$ cat config.mk
export PLATFORM = sky130hd
export DESIGN_NAME = sliding_window_maximum_top
export DESIGN_NICKNAME = d
export VERILOG_FILES = /design/src/rtl/core/swm_pkg.sv /design/src/rtl/core/swm_cell.sv /design/src/rtl/core/sliding_window_maximum_top.sv
export SDC_FILE = /design/constraint.sdc
export NUM_CORES = 2
export LEC_CHECK = 0
export BUFFER_PORTS_ARGS = -buffer_cell sky130_fd_sc_hd__buf_2
export CELL_PAD_IN_SITES_DETAIL_PLACEMENT = 0
export CELL_PAD_IN_SITES_GLOBAL_PLACEMENT = 1
export CORE_MARGIN = 2
export CORE_UTILIZATION = 25
export DETAILED_ROUTE_END_ITERATION = 10
export PLACE_DENSITY = 0.53
export SYNTH_ARGS = -nofsm -noshare
export SYNTH_HDL_FRONTEND = slang
export SYNTH_SLANG_ARGS = --single-unit
$ cat constraint.sdc
create_clock -name clk -period 8.3 [get_ports clk]
set_input_delay 2.075 -clock clk [delete_from_list [all_inputs] [get_ports clk]]
set_output_delay 2.075 -clock clk [all_outputs]
set_load 0.005 [all_outputs]
$ cat src/rtl/core/swm_pkg.sv
`default_nettype none

package swm_pkg;

  // width of the window_size configuration register
  localparam int CFG_BITS = 7;

  // per-cycle command broadcast to every cell of the queue
  typedef struct packed {
    logic step;     // a new sample enters this cycle
    logic shift;    // every cell takes its right neighbor (head is dropped)
    logic restart;  // discard the stored candidates before the sample enters
  } swm_ctrl_t;

endpackage

`default_nettype wire

$ cat src/rtl/core/swm_cell.sv
`default_nettype none

module swm_cell import swm_pkg::*; #(
  parameter int SAMPLE_BITS = 16,
  parameter int AGE_BITS    = 7,
  parameter int WINDOW_MAX  = 64
) (
  input  wire logic                          clk,
  input  wire logic                          rst,
  input  wire swm_ctrl_t                     ctrl,
  input  wire logic signed [SAMPLE_BITS-1:0] sample,
  input  wire logic                          left_kept,
  input  wire logic                          right_valid,
  input  wire logic signed [SAMPLE_BITS-1:0] right_value,
  input  wire logic        [AGE_BITS-1:0]    right_age,
  output logic                               valid,
  output logic signed      [SAMPLE_BITS-1:0] value,
  output logic             [AGE_BITS-1:0]    age,
  output logic                               kept,
  output logic signed      [SAMPLE_BITS-1:0] value_next
);

  localparam logic [AGE_BITS-1:0] AGE_CAP = AGE_BITS'(WINDOW_MAX);

  logic                          src_valid;
  logic signed [SAMPLE_BITS-1:0] src_value;
  logic        [AGE_BITS-1:0]    src_age;
  logic                          place;
  logic                          valid_next;
  logic        [AGE_BITS-1:0]    age_next;

  always_comb begin
    src_valid = ctrl.shift ? right_valid : valid;
    src_value = ctrl.shift ? right_value : value;
    src_age   = ctrl.shift ? right_age   : age;

    // candidates not smaller than the new sample survive; they form a prefix
    kept  = src_valid && !ctrl.restart && (src_value >= sample);
    // the new sample lands just past the last survivor
    place = !kept && left_kept;

    if (ctrl.step) begin
      valid_next = kept || place;
      value_next = kept ? src_value : sample;
      if (!kept) begin
        age_next = '0;
      end else if (src_age >= AGE_CAP) begin
        age_next = AGE_CAP;
      end else begin
        age_next = src_age + 1'b1;
      end
    end else begin
      valid_next = src_valid;
      value_next = src_value;
      age_next   = src_age;
    end
  end

  always_ff @(posedge clk) begin
    if (rst) begin
      valid <= 1'b0;
    end else begin
      valid <= valid_next;
    end
    value <= value_next;
    age   <= age_next;
  end

endmodule

`default_nettype wire

$ cat src/rtl/core/sliding_window_maximum_top.sv
// Sliding window maximum filter.
// Input channel: sample and restart, taken when in_valid and in_ready are
// both high. Set restart on the first word of a new sequence. Output channel:
// window_max, delivered when out_valid and out_ready are both high. Once
// window_size words of the current sequence have arrived (0 counts as 1,
// capped at WINDOW_MAX), every input word gives one output word; earlier
// words give none. out_valid rises in the cycle after input acceptance, and
// the filter takes one word per cycle while in_ready is high: all cells of
// the candidate queue update from their neighbors together.
// When the receiver stalls, the output register holds its word and in_ready
// drops until it is taken. Writing window_size (cfg_we) takes effect for the
// next word; while the block is idle it then drops candidates that have left
// the shortened window, one per cycle, with in_ready low. Reset empties the
// queue, clears the sample count, drops out_valid and sets window_size to 1.
`default_nettype none

module sliding_window_maximum_top import swm_pkg::*; #(
  parameter int WINDOW_MAX  = 64,
  parameter int SAMPLE_BITS = 16
) (
  input  wire logic                          clk,
  input  wire logic                          rst,
  input  wire logic                          cfg_we,
  input  wire logic        [CFG_BITS-1:0]    window_size,
  input  wire logic                          in_valid,
  output logic                               in_ready,
  input  wire logic signed [SAMPLE_BITS-1:0] sample,
  input  wire logic                          restart,
  output logic                               out_valid,
  input  wire logic                          out_ready,
  output logic signed      [SAMPLE_BITS-1:0] window_max
);

  localparam int AGE_BITS = $clog2(WINDOW_MAX + 1);
  localparam int EW       = (AGE_BITS > CFG_BITS) ? AGE_BITS : CFG_BITS;
  localparam logic [EW-1:0]       W_CAP    = EW'(WINDOW_MAX);
  localparam logic [AGE_BITS-1:0] SEEN_CAP = AGE_BITS'(WINDOW_MAX);

  logic [CFG_BITS-1:0] cfg_window;
  logic                trim;
  logic [AGE_BITS-1:0] seen;

  logic [EW-1:0]       w_ext;
  logic [EW-1:0]       w_eff;
  logic [EW-1:0]       head_age;
  logic                accept;
  logic                trim_drop;
  logic                step_drop;
  logic [AGE_BITS-1:0] seen_base;
  logic [AGE_BITS-1:0] seen_next;
  logic                out_hit;
  swm_ctrl_t           ctrl;

  logic                          cell_valid [WINDOW_MAX];
  logic signed [SAMPLE_BITS-1:0] cell_value [WINDOW_MAX];
  logic        [AGE_BITS-1:0]    cell_age   [WINDOW_MAX];
  logic                          cell_kept  [WINDOW_MAX];
  logic signed [SAMPLE_BITS-1:0] cell_next  [WINDOW_MAX];

  always_comb begin
    w_ext = EW'(cfg_window);
    if (w_ext == '0) begin
      w_eff = EW'(1);
    end else if (w_ext > W_CAP) begin
      w_eff = W_CAP;
    end else begin
      w_eff = w_ext;
    end

    head_age = EW'(cell_age[0]);
    in_ready = !trim && (!out_valid || out_ready);
    accept   = in_valid && in_ready;

    // ages are distinct and below the window, so at most one head leaves per word
    step_drop = cell_valid[0] && (head_age >= w_eff - EW'(1));
    trim_drop = trim && cell_valid[0] && (head_age >= w_eff);

    ctrl.step    = accept;
    ctrl.shift   = accept ? step_drop : trim_drop;
    ctrl.restart = restart;

    seen_base = restart ? '0 : seen;
    seen_next = (seen_base < SEEN_CAP) ? seen_base + 1'b1 : seen_base;
    out_hit   = EW'(seen_next) >= w_eff;
  end

  for (genvar i = 0; i < WINDOW_MAX; i++) begin : g_cell
    logic                          left_kept;
    logic                          right_valid;
    logic signed [SAMPLE_BITS-1:0] right_value;
    logic        [AGE_BITS-1:0]    right_age;

    if (i == 0) begin : g_head
      assign left_kept = 1'b1;
    end else begin : g_body
      assign left_kept = cell_kept[i-1];
    end

    if (i == WINDOW_MAX - 1) begin : g_tail
      assign right_valid = 1'b0;
      assign right_value = '0;
      assign right_age   = '0;
    end else begin : g_link
      assign right_valid = cell_valid[i+1];
      assign right_value = cell_value[i+1];
      assign right_age   = cell_age[i+1];
    end

    swm_cell #(
      .SAMPLE_BITS (SAMPLE_BITS),
      .AGE_BITS    (AGE_BITS),
      .WINDOW_MAX  (WINDOW_MAX)
    ) u_cell (
      .clk         (clk),
      .rst         (rst),
      .ctrl        (ctrl),
      .sample      (sample),
      .left_kept   (left_kept),
      .right_valid (right_valid),
      .right_value (right_value),
      .right_age   (right_age),
      .valid       (cell_valid[i]),
      .value       (cell_value[i]),
      .age         (cell_age[i]),
      .kept        (cell_kept[i]),
      .value_next  (cell_next[i])
    );
  end

  always_ff @(posedge clk) begin
    if (rst) begin
      cfg_window <= CFG_BITS'(1);
      trim       <= 1'b0;
      seen       <= '0;
      out_valid  <= 1'b0;
    end else begin
      if (cfg_we) begin
        cfg_window <= window_size;
        trim       <= 1'b1;
      end else if (trim && !trim_drop) begin
        trim <= 1'b0;
      end
      if (accept) begin
        seen      <= seen_next;
        out_valid <= out_hit;
      end else if (out_ready) begin
        out_valid <= 1'b0;
      end
    end
    // the head after the update is the window maximum
    if (accept) begin
      window_max <= cell_next[0];
    end
  end

endmodule

`default_nettype wire
* Yosys cells after proc, flatten, opt, wreduce, memory -nomap -nowiden *
Cells that the tools add are included.

operators by class
  add/subtract/negate cells = 66
  multiply operators = 0
  div/mod/pow operators = 0
  magnitude comparators = 133
  eq/ne operators = 0
  shift-type cells = 0
  muxes and demuxes = 585
  bitwise gates (word level) = 0
  reduce and logical (&&, ||, !) cells = 331

operator list
  cell                                                  number
  2-to-1 mux 16 bit                                     192
  2-to-1 mux 7 bit                                      260
  >= comparator 16 bit                                  64
  adder 7 x 1 -> 7 bit, second input constant           65
  >= comparator 7 bit, second input constant            64
  logical AND 1 bit                                     197
  2-to-1 mux 1 bit                                      133
  logical NOT 1 bit                                     67
  logical OR 1 bit                                      64
  >= comparator 7 bit                                   3
  greater-than comparator 7 bit, second input constant  1
  logical NOT 7 bit                                     1
  less-than comparator 7 bit, second input constant     1
  subtractor 7 x 1 -> 7 bit, second input constant      1
  nonzero test 2 bit                                    2

word-level totals
  register bits = 1568
  latch bits = 0
  bits in writable memories = 0
  memory bits (read-only) = 0
  input port bits = 29
  output and inout bits = 18
  logic and storage cells = 1312
  memories kept = 0

* Logic depth before layout (Yosys ltp) *
  depth after elaboration = 14
  depth in mapped cells = 33
  mapped depth without buffers = 25

* Modules after synthesis *
A second synthesis with hierarchy kept.

second synthesis, totals
  cell total of the unflattened synthesis = 11236
  area total of the unflattened synthesis = 109709.0 µm²

by module, submodules not included
  module                           instances  cells each  area each (µm²)  sequential area each (µm²)
  swm_cell (g_cell[0].u_cell ...)  59         173         1686.6           480.5
  swm_cell (g_cell[6].u_cell ...)  4          166         1651.6           480.5
  sliding_window_maximum_top       1          185         1826.8           800.8
  swm_cell (g_cell[59].u_cell)     1          180         1765.4           480.5

* Worst setup path before layout *
No wires, ideal clock.

  kind = input-to-reg
  from = input out_ready
  to = register window_max[10] (data pin)
  setup time = 0.262 ns
  data arrival time = 6.092 ns
  required time = 8.038 ns
  slack = 1.946 ns
  cell stages on the path = 23
  buffers on the path = 7
  cell sequence = nand2b_1 nand3b_4 inv_1 o21ai_1 o2bb2ai_2 buf_6 nand2_2 buf_6 buf_2 buf_2 buf_4 nand2_1 nand2_1 ha_1 nand4_1 or4_1 nand3_1 mux2i_1 nor4_1 nand2b_1 buf_2 buf_4 mux2_2

RTL lines
  what                  RTL line                           RTL
  from (decl)           sliding_window_maximum_top.sv:30   input wire logic out_ready,
  to (signal assigned)  sliding_window_maximum_top.sv:152  window_max <= cell_next[0];
  to (decl)             sliding_window_maximum_top.sv:31   output logic signed [SAMPLE_BITS-1:0] window_max

==> impl_metrics.ini <==
[placed_design]
dpl_worst_slack_ps = 710
port_buffers = 46
gp_congestion = 0.818
dp_hpwl_mm = 275

[clock_network]
numCtsBuffers = 209
cts-root-buf = clkbuf_16
cts_resized = 0
cts_tree = built
htree_levels = 4
cts.path.max_buffers = 4
cts.sinks = 1568
clk_latency_ps = 960
hold_buffers = 0
cts_setup_buffers = 0
clk_pin_slew_ps = 60

[timing]
fin_ws_ps = 975
hold_viol_final = 0
period_minus_slack_ps = 7330
rsz0062_at_grt = false
timing.hold.ws_ps = 485
layout_worst_path_cycle_share_pct = 88.3
final.setup.tns_ps = 0
finalSetupViolCount = 0
skew_ps = 74.7
tightestPinTransition_ps = 1210
drv_slew = 0
fmax_ghz = 0.137
maxSlewHeadroom_pct = 16.7

[run]
maxCapViolations = 0

[die]
core.rowCount = 236
core_sq_um = 413000
dieArea_sq_um = 420000
die_y_microns = 648
ios = 47
initial_utilization_pct = 25.1
die_x_microns = 648

[yosys]
synthFlopType = dfxtp_1
synth_top_area_share_pct = 30.0
synthTopCellsByArea = dfxtp_1 (30%), ha_1 (14%), nand2_1 (13%), mux2_2 (9.9%), mux2i_1 (4.5%)
syn_inst = 12500
syn_area_sq_um = 104000
ys_async_sr_fraction_pct = 0
synth_edf_count = 16
synth.distinct_cells = 107
yosys_warnings = 0
ys_seq_area_share_pct = 30.4
synth_fp_nets = 13700
yosysTopAreaCell = dfxtp_1
synth_area_per_cell_sq_um = 8.29
ys_ff_latch = 1568

[worst_setup_path]
r2r_start = cfg_window[3]
timing.rr.end = g_cell[14].u_cell.value[4]
critPathKind = register to register
worstPathMaxFanout = 35
arrival_ps = 8130
start_kind = register
cp.required_ps = 9100
crit_top_cell = ha_1
r2r_cells = 27
crit_path_end_kind = register
crit_slowest_cell = nor2_2
cp_slowest_stage_delay_ps = 720
reg2reg_slack_ps = 970

[grt]
gr-total-overflow = 0
grt_antenna_before_repair = 25
grt_use_total_pct = 18.7
grt_max_degree = 141
grt_pass1_vias = 89700
grt_pass1_wl_mm = 602

[routing]
drt-pass1-iter-count = 5
ant_nets = 0
vias = 89900
first_iter_violations = 5815
wl_per_cell_microns = 22.4
drcViolationCount = 0
wirelength_mm = 402
viasPerCell = 5.00

[outcome]
status = finished clean

[worst_hold_path]
hp-class = register to register
holdPathEnd = seen[5]
whs_path_depth = 2
hold_start = seen[5]

[cells_and_area]
drive_above_1_share_pct = 14.5
multi_input_area_sq_um = 68000
fillers = 44600
mostFrequentLayoutCells = nand2_1 (3601), dfxtp_1 (1551), ha_1 (1175)
nets = 13500
layout_commonest_cell = nand2_1
seq_area_sq_um = 31600
area_growth_pct = 13.0

[power_and_ir_drop]
ir_drop_uv = 174
leakage_nw = 52.3
p_total_w = 0.0269
powerDensity_nw_per_um2 = 230
[state kept, by name, summed over array words and instances (netlist names)]
name and flops:
g_cell.u_cell.value 1024, g_cell.u_cell.age 448, g_cell.u_cell.valid 64, window_max 16, cfg_window 7, seen 7, out_valid 1, trim 1
[power breakdown]
part	internal (W)	total [W]	leakage [nW]	switching, W
clock network	0.00552	0.00943	3.42	0.00391
logic	0.00328	0.00781	35.8	0.00453
registers	0.00885	0.00969	13.1	0.000838
total	0.0176	0.0269	52.3	0.00928
[synthesized netlist by cell type (all sizes together), types with 26 or more instances]
cell	instances
buf	342
inv	184
nand2	3603
mux2	943
ha	1175
o2bb2ai	129
a21o	145
a211oi	132
nand2b	42
mux2i	471
nor3	194
o211ai	52
a221oi	55
nor2b	71
a2bb2oi	34
nor4	37
nand4	235
xor2	38
a32oi	125
and4	38
nand3	341
and3	75
nor2	416
o21a	32
a21oi	491
dfxtp	1552
clkbuf	398
a21boi	45
o22ai	160
xnor2	67
a31oi	45
and2	67
or3	41
o21ai	342
a311oi	26
[per-stage QoR]
step                      util, %  cell area, sq um  instances
after detailed placement     26.7            110000      17600
final                        28.4            117000      18000
after global routing         28.4            117000      18000
after global placement       26.7            110000      17600
after floorplan                 -            104000      12500
after CTS                    28.4            117000      18000
[final cells by class]
cell class,count,area share (%)
tap,5474,5.84
clock buffer,311,5.30
antenna,7,0.0149
timing repair buffer,354,2.63
inverter,185,0.667
multi-input combinational,10000,58.0
sequential,1568,26.9
clock inverter,66,0.624
[how the worst max path moves through the flow]
stage             startpoint                          to  slack, ps
2_1_floorplan      out_ready              window_max[10]       1950
3_3_place_gp       out_ready    g_cell[31].u_cell.age[5]        800
3_5_place_dp       out_ready    g_cell[31].u_cell.age[5]        710
4_1_cts        cfg_window[3]  g_cell[14].u_cell.value[4]        920
5_1_grt        cfg_window[2]  g_cell[14].u_cell.value[4]        440
6_report       cfg_window[3]  g_cell[14].u_cell.value[4]        970
[kinds of logic after synthesis]
group / synth area share (%)
adder cells (fa/ha/maj): 14.2
XOR/XNOR: 0.887
AND/OR/NAND/NOR: 21.8
AO/OA/AOI/OAI: 13.7
buffers and inverters: 4.13
multiplexers: 14.9
flip-flops: 30.4
[per-layer routing]
metal | vias up | share of wire [%] | GRT usage (%) | wire, microns
met5 | - | 0.0020 | 0 | 8
met4 | 2 | 2.0 | 3.84 | 7910
met3 | 383 | 3.5 | 1.70 | 13900
met2 | 1429 | 45 | 30.2 | 180000
met1 | 43600 | 50 | 26.8 | 201000
li1 | 44500 | - | - | -
[critical path: cells and delay by family, from the launching register on]
family	cells	cell delay, ps
adder cells (fa/ha/maj)	3	660
AND/OR/NAND/NOR	12	3280
buffers and inverters	3	800
AO/OA/AOI/OAI	7	1490
multiplexers	1	410
flip-flops	1	340
XOR/XNOR	1	130
Note: power is estimated with default switching activity, not from simulation.
